==> config.mk <==
export PLATFORM = sky130hd
export DESIGN_NAME = half_decode_accumulate_top
export DESIGN_NICKNAME = d
export VERILOG_FILES = /design/src/design/hda_pkg.sv /design/src/design/half_decode_accumulate_top.sv /design/src/design/hda_widen.sv /design/src/design/hda_add.sv
export SDC_FILE = /design/constraint.sdc
export NUM_CORES = 1
export LEC_CHECK = 0
export ABC_AREA = 1
export BUFFER_PORTS_ARGS = -buffer_cell sky130_fd_sc_hd__buf_4
export CORE_MARGIN = 3
export CORE_UTILIZATION = 50
export CTS_BUF_LIST = sky130_fd_sc_hd__clkbuf_8
export DETAILED_ROUTE_END_ITERATION = 10
export MAX_ROUTING_LAYER = met4
export PLACE_DENSITY = 0.74
export SLEW_MARGIN = 20
export SYNTH_ARGS = -nofsm -noshare
export SYNTH_HDL_FRONTEND = slang
export SYNTH_SLANG_ARGS = --single-unit
==> constraint.sdc <==
create_clock -name i_clk -period 31.6 [get_ports i_clk]
set_clock_uncertainty 0.2 [all_clocks]
set_input_delay 6.32 -clock i_clk [delete_from_list [all_inputs] [get_ports i_clk]]
set_output_delay 6.32 -clock i_clk [all_outputs]
set_load 0.1 [all_outputs]
==> src/design/hda_pkg.sv <==
package hda_pkg;

    localparam int unsigned F32_W = 32;
    localparam int unsigned F16_W = 16;

    localparam logic [31:0] F32_SIGN        = 32'h8000_0000;
    localparam logic [30:0] F32_INF_MAG     = 31'h7F80_0000;
    localparam logic [31:0] F32_QBIT        = 32'h0040_0000;
    localparam logic [31:0] F32_DEFAULT_NAN = 32'hFFC0_0000;
    localparam logic [7:0]  F32_EXP_MAX     = 8'hFF;

    // half to single exponent rebias
    localparam logic [7:0]  EXP_REBIAS      = 8'd112;

    // working mantissa: hidden bit, 23 fraction bits, guard, round, sticky
    localparam int unsigned WM_W            = 27;

    typedef logic [F32_W-1:0] t_f32;
    typedef logic [F16_W-1:0] t_f16;

endpackage

==> src/design/half_decode_accumulate_top.sv <==
// Data path: an accepted transaction is held in the input register, then in the result register.
// Throughput: one transaction per cycle while i_out_stall is low; the input and result registers
// form a two-stage pipeline around the combinational widen-and-add path.
// Reset: synchronous, active low; clears both valid flags, payload is not reset.
module half_decode_accumulate_top
    import hda_pkg::*;
(
    input  logic        i_clk,
    input  logic        i_rst_n,
    input  logic        i_in_valid,
    output logic        o_in_stall,
    input  logic [31:0] i_acc_value,
    input  logic [15:0] i_half_value,
    input  logic        i_last_element,
    output logic        o_out_valid,
    input  logic        i_out_stall,
    output logic [31:0] o_sum_value,
    output logic        o_last_out
);

    // input register
    logic r_a_valid;
    t_f32 r_acc;
    t_f16 r_half;
    logic r_last;

    // result register
    logic r_o_valid;
    t_f32 r_sum;
    logic r_o_last;

    logic n_o_move;   // result register can take a new value
    logic n_a_move;   // input register can take a new value
    t_f32 widened;
    t_f32 sum;

    assign n_o_move   = !r_o_valid || !i_out_stall;
    assign n_a_move   = !r_a_valid || n_o_move;
    assign o_in_stall = !n_a_move;

    hda_widen u_widen (
        .i_half   (r_half),
        .o_single (widened)
    );

    // single pass: NaN/inf screen, align, add, normalise, round to nearest even
    hda_add u_add (
        .i_a   (r_acc),
        .i_b   (widened),
        .o_sum (sum)
    );

    always_ff @(posedge i_clk) begin
        if (!i_rst_n) begin
            r_a_valid <= 1'b0;
            r_o_valid <= 1'b0;
        end else begin
            if (n_a_move) begin
                r_a_valid <= i_in_valid;
            end
            if (n_o_move) begin
                r_o_valid <= r_a_valid;
            end
        end
        if (n_a_move && i_in_valid) begin
            r_acc  <= i_acc_value;
            r_half <= i_half_value;
            r_last <= i_last_element;
        end
        if (n_o_move && r_a_valid) begin
            r_sum    <= sum;
            r_o_last <= r_last;
        end
    end

    assign o_out_valid = r_o_valid;
    assign o_sum_value = r_sum;
    assign o_last_out  = r_o_last;

`ifndef SYNTH
    a_reset_clears: assert property (@(posedge i_clk) !i_rst_n |=> !o_out_valid)
        else $error("result valid after reset");
    a_stall_only_when_full: assert property (@(posedge i_clk) disable iff (!i_rst_n)
        o_in_stall |-> (r_a_valid && r_o_valid && i_out_stall))
        else $error("input stalled without a full pipeline");
    a_advance: assert property (@(posedge i_clk) disable iff (!i_rst_n)
        (r_a_valid && n_o_move) |=> r_o_valid)
        else $error("transaction lost between stages");
`endif

endmodule

==> src/design/hda_widen.sv <==
module hda_widen
    import hda_pkg::*;
(
    input  t_f16 i_half,
    output t_f32 o_single
);

    logic       sign;
    logic [4:0] e;
    logic [9:0] m;
    logic [3:0] top;
    logic [9:0] sub_frac;
    logic [7:0] sub_exp;

    assign sign = i_half[15];
    assign e    = i_half[14:10];
    assign m    = i_half[9:0];

    // position of the leading one of a subnormal fraction
    always_comb begin
        top = 4'd0;
        for (int i = 0; i < 10; i++) begin
            if (m[i]) begin
                top = 4'(i);
            end
        end
    end

    assign sub_frac = 10'(m << (4'd10 - top));
    assign sub_exp  = 8'd103 + {4'd0, top};

    always_comb begin
        if (e == 5'h1F) begin
            o_single = {sign, F32_EXP_MAX, m, 13'd0};
        end else if (e != 5'd0) begin
            o_single = {sign, {3'd0, e} + EXP_REBIAS, m, 13'd0};
        end else if (m == 10'd0) begin
            o_single = {sign, 31'd0};
        end else begin
            o_single = {sign, sub_exp, sub_frac, 13'd0};
        end
    end

endmodule

==> src/design/hda_add.sv <==
module hda_add
    import hda_pkg::*;
(
    input  t_f32 i_a,
    input  t_f32 i_b,
    output t_f32 o_sum
);

    logic              nan_a, nan_b, inf_a, inf_b, swap;
    t_f32              big, lit;
    logic              sa, sb;
    logic [7:0]        ea, eb, d;
    logic [WM_W-1:0]   ma, mb, mb_al, mask;
    logic [WM_W:0]     m_raw;
    logic [WM_W-1:0]   m_pre, m_norm;
    logic [8:0]        e_pre, e_norm, e_fin;
    logic [4:0]        lz, sh;
    logic [24:0]       mr;
    logic              rnd_up;
    t_f32              arith;
    logic              zero_diff, zero_sum;

    assign nan_a = i_a[30:0] > F32_INF_MAG;
    assign nan_b = i_b[30:0] > F32_INF_MAG;
    assign inf_a = i_a[30:0] == F32_INF_MAG;
    assign inf_b = i_b[30:0] == F32_INF_MAG;

    assign swap = i_b[30:0] > i_a[30:0];
    assign big  = swap ? i_b : i_a;
    assign lit  = swap ? i_a : i_b;
    assign sa   = big[31];
    assign sb   = lit[31];
    assign ea   = (big[30:23] != 8'd0) ? big[30:23] : 8'd1;
    assign eb   = (lit[30:23] != 8'd0) ? lit[30:23] : 8'd1;
    assign ma   = {big[30:23] != 8'd0, big[22:0], 3'b000};
    assign mb   = {lit[30:23] != 8'd0, lit[22:0], 3'b000};
    assign d    = ea - eb;

    // alignment with sticky
    always_comb begin
        mask = ~({WM_W{1'b1}} << d[4:0]);
        if (d >= 8'(WM_W)) begin
            mb_al = {{(WM_W-1){1'b0}}, mb != '0};
        end else begin
            mb_al = (mb >> d[4:0]) | {{(WM_W-1){1'b0}}, (mb & mask) != '0};
        end
    end

    always_comb begin
        e_pre = {1'b0, ea};
        if (sa == sb) begin
            m_raw = {1'b0, ma} + {1'b0, mb_al};
        end else begin
            m_raw = {1'b0, ma} - {1'b0, mb_al};
        end
        if (m_raw[WM_W]) begin
            m_pre = m_raw[WM_W:1] | {{(WM_W-1){1'b0}}, m_raw[0]};
            e_pre = e_pre + 9'd1;
        end else begin
            m_pre = m_raw[WM_W-1:0];
        end
    end

    assign zero_diff = (sa != sb) && (m_raw == '0);
    assign zero_sum  = (sa == sb) && (m_raw == '0);

    // leading zero count, limited so the exponent stays at one or above
    always_comb begin
        lz = 5'd27;
        for (int i = 0; i < WM_W; i++) begin
            if (m_pre[i]) begin
                lz = 5'(WM_W - 1 - i);
            end
        end
        sh = ({4'd0, lz} < e_pre - 9'd1) ? lz : 5'(e_pre - 9'd1);
    end

    assign m_norm = m_pre << sh;
    assign e_norm = e_pre - {4'd0, sh};

    assign rnd_up = (m_norm[2:0] > 3'd4) || (m_norm[2:0] == 3'd4 && m_norm[3]);

    always_comb begin
        mr    = {1'b0, m_norm[WM_W-1:3]} + {24'd0, rnd_up};
        e_fin = e_norm;
        if (mr[24]) begin
            mr    = mr >> 1;
            e_fin = e_fin + 9'd1;
        end
        if (e_fin >= 9'd255) begin
            arith = {sa, F32_INF_MAG};
        end else if (!mr[23]) begin
            arith = {sa, 8'd0, mr[22:0]};
        end else begin
            arith = {sa, e_fin[7:0], mr[22:0]};
        end
    end

    always_comb begin
        if (nan_a) begin
            o_sum = i_a | F32_QBIT;
        end else if (nan_b) begin
            o_sum = i_b | F32_QBIT;
        end else if (inf_a) begin
            o_sum = (inf_b && (i_a[31] != i_b[31])) ? F32_DEFAULT_NAN : i_a;
        end else if (inf_b) begin
            o_sum = i_b;
        end else if (zero_diff) begin
            o_sum = '0;
        end else if (zero_sum) begin
            o_sum = {sa, 31'd0};
        end else begin
            o_sum = arith;
        end
    end

endmodule
==> results.sh <==
export IMPL_status="completed"
export IMPL_yosys_top_cells_area="nand2_1 18%, edfxtp_1 17%, nand3_1 14%"
export IMPL_tns_ns=0
export IMPL_post_dp_hpwl_um=45600
export IMPL_synth_area_um2=14900
export IMPL_post_route_util_pct=54.3
export IMPL_synth_top_flop_cell="edfxtp_1"
export IMPL_busiest_layer="met2"
export IMPL_p_leak_nw=7.89
export IMPL_wire_per_inst_um=19.5
export IMPL_fp_dieW_um=179
export IMPL_synth_seq_cells=84
export IMPL_path_class="reg2reg"
export IMPL_place_inst=2885
export IMPL_cts_sinks=84
export IMPL_synth_cell_type_count=64
export IMPL_start_util_pct=51.4
export IMPL_yosysTopAreaCell="nand2_1"
export IMPL_worst_pin_slew_ns=1.06
export IMPL_core_area_um2=29000
export IMPL_postPlaceCellArea_um2=15500
export IMPL_drt_first_pass_iters=6
export IMPL_num_vias=17600
export IMPL_clock_latency_ns=0.38
export IMPL_max_stage_delay_ns=0.62
export IMPL_cpMaxStageDelayCell="nand2_2"
export IMPL_min_period_over_period_pct=60.5
export IMPL_fin_hold_ws_ns=0.245
export IMPL_cts_root_buf="clkbuf_8"
export IMPL_yosysWarnings=0
export IMPL_synth_top_cell_area_share_pct=17.9
export IMPL_p_per_area_nw_per_um2=84.6
export IMPL_final_cells=2902
export IMPL_met2_usage_pct=54.9
export IMPL_synthCells=2506
export IMPL_async_flop_share_pct=0
export IMPL_cp_required_ns=31.54
export IMPL_crit_path_end_kind="flip-flop"
export IMPL_cp_common_cell="nand2_1"
export IMPL_drive_gt1_share_pct=11.4
export IMPL_cts_resized=0
export IMPL_slew_headroom_pct=28.7
export IMPL_synth_edf_count=82
export IMPL_finalInstanceArea_um2=15800
export IMPL_gr_total_overflow=0
export IMPL_fp_dieH_um=179
export IMPL_met1_usage_pct=47.3
export IMPL_drc=0
export IMPL_wirelength_um=56500
export IMPL_cts_buffer_depth=2
export IMPL_cts_tree="yes"
export IMPL_antenna_found_initial=0
export IMPL_cp_start_kind="flip-flop"
export IMPL_max_freq_ghz=0.0523
export IMPL_vias_per_cell=6.07
export IMPL_rsz0062_at_grt="no"
export IMPL_syn2layout_area_growth_pct=5.76
export IMPL_dieArea_um2=31900
export IMPL_final_setup_viol_count=0
export IMPL_cts_buffers=9
export IMPL_grt_util_all_layers_pct=35.4
export IMPL_hp_class="reg2reg"
export IMPL_port_buffers=87
export IMPL_path_max_fanout=53
export IMPL_seq_area_frac_synth_pct=16.8
export IMPL_fin_nets=2659
export IMPL_slew_viol_final=0
export IMPL_ir_drop_v=0.0000378
export IMPL_hold_violations=0
export IMPL_hold_buffers=0
export IMPL_ioPinCount=88
export IMPL_min_period_ns=19.12
export IMPL_row_count=62
export IMPL_diodes=0
export IMPL_ant_nets=0
export IMPL_grtUsageMet3_pct=4.75
export IMPL_synthesis_nets=2652
export IMPL_grt_pass1_wl_um=86100
export IMPL_post_cts_buffers=0
export IMPL_arrival_ns=19.06
export IMPL_r2r_slack_ns=12.48
export IMPL_gp_congestion=1.05
export IMPL_grt_pass1_vias=15800
export IMPL_clk_pin_slew_ns=0.10
export IMPL_drt_iter0_markers=2494
export IMPL_syn_area_per_cell_um2=5.95
export IMPL_grt_max_degree=54
export IMPL_cap_violations=0
export IMPL_htree_levels=3
==> final cells by class <==
type	count	area, µm²
clock buffers	9	124
clock inverters	7	73.8
fillers	3008	13300
inverters	325	1230
multi-input cells	1993	10600
flip-flops and latches	84	2500
well taps	384	480
repair buffers	100	771
==> layer usage <==
metal / wire length (µm) / share of wire, %
met2: 25200 / 45
met1: 23600 / 42
met5: 0 / 0
met3: 5320 / 9.4
met4: 2270 / 4.0
==> registers in the layout, indices dropped and copies added (netlist names) <==
register / cells
r_acc: 32
o_out_valid: 1
r_a_valid: 1
r_last: 1
o_last_out: 1
r_half: 16
o_sum_value: 32
==> cells in the final DEF, fill, tap and decap left out, drive strengths merged, types with 15 or more instances in the layout <==
| cell | instances |
|---|---|
| a31oi | 15 |
| xor2 | 52 |
| a21oi | 98 |
| o21ai | 143 |
| inv | 322 |
| nand3 | 427 |
| ha | 90 |
| nand2 | 744 |
| buf | 100 |
| nor2 | 201 |
| nor4 | 24 |
| nor3 | 40 |
| nand4 | 72 |
| edfxtp | 82 |
==> stage by stage <==
stage          power (mW)  setup WS, ns
6_report             1.33         12.48
5_1_grt              1.44         10.81
4_1_cts              1.30         12.97
3_5_place_dp         1.22         13.05
3_3_place_gp         1.22         13.36
2_1_floorplan       0.956         17.38
==> cell usage after synthesis, types with 13 or more instances <==
cell type and number:
nand3_1 412, clkbuf_1 36, xor2_1 51, buf_2 38, a21oi_1 97, nor3_1 36
nand2_1 711, o21ai_2 13, nor4_1 22, nor2_2 15, inv_1 259, buf_4 13
nor2_1 175, a31oi_1 15, nand4_1 69, inv_2 56, edfxtp_1 82, nand2_2 25
ha_1 90, o21ai_0 89, o21ai_1 41
==> final timing paths <==
| check | start | to | depth (start not counted) |
|---|---|---|---|
| max | r_half[3] | o_sum_value[8] | 100 |
| min | r_last | o_last_out | 0 |
| max reg2reg | r_half[3] | o_sum_value[8] | 100 |
| min reg2reg | r_last | o_last_out | 0 |
==> kinds of logic after synthesis <==
group	after synthesis	synth area share (%)
DFF	84	16.8
buffers and inverters	429	12.3
AOI/OAI and AO/OA	304	11.6
adders and majority gates	93	7.96
and+or+nand+nor	1531	47.4
xor gates and xnor gates	64	3.86
muxes	1	0.0672
==> critical path, delay by kind of cell, from the launching register on <==
kind	cells	cell delay [ns]
adder cells (fa/ha/maj)	7	2.74
flip-flops	1	0.46
AND/OR/NAND/NOR	54	7.75
XOR/XNOR	1	0.18
AO/OA/AOI/OAI	20	3.74
buffers and inverters	18	3.70
==> power breakdown <==
group          switching, mW  internal [mW]  leakage (nW)
clock                 0.0449         0.0311         0.101
sequential            0.0101          0.150         0.807
combinational          0.793          0.305          6.98
Power figures use the tool's default switching activity.
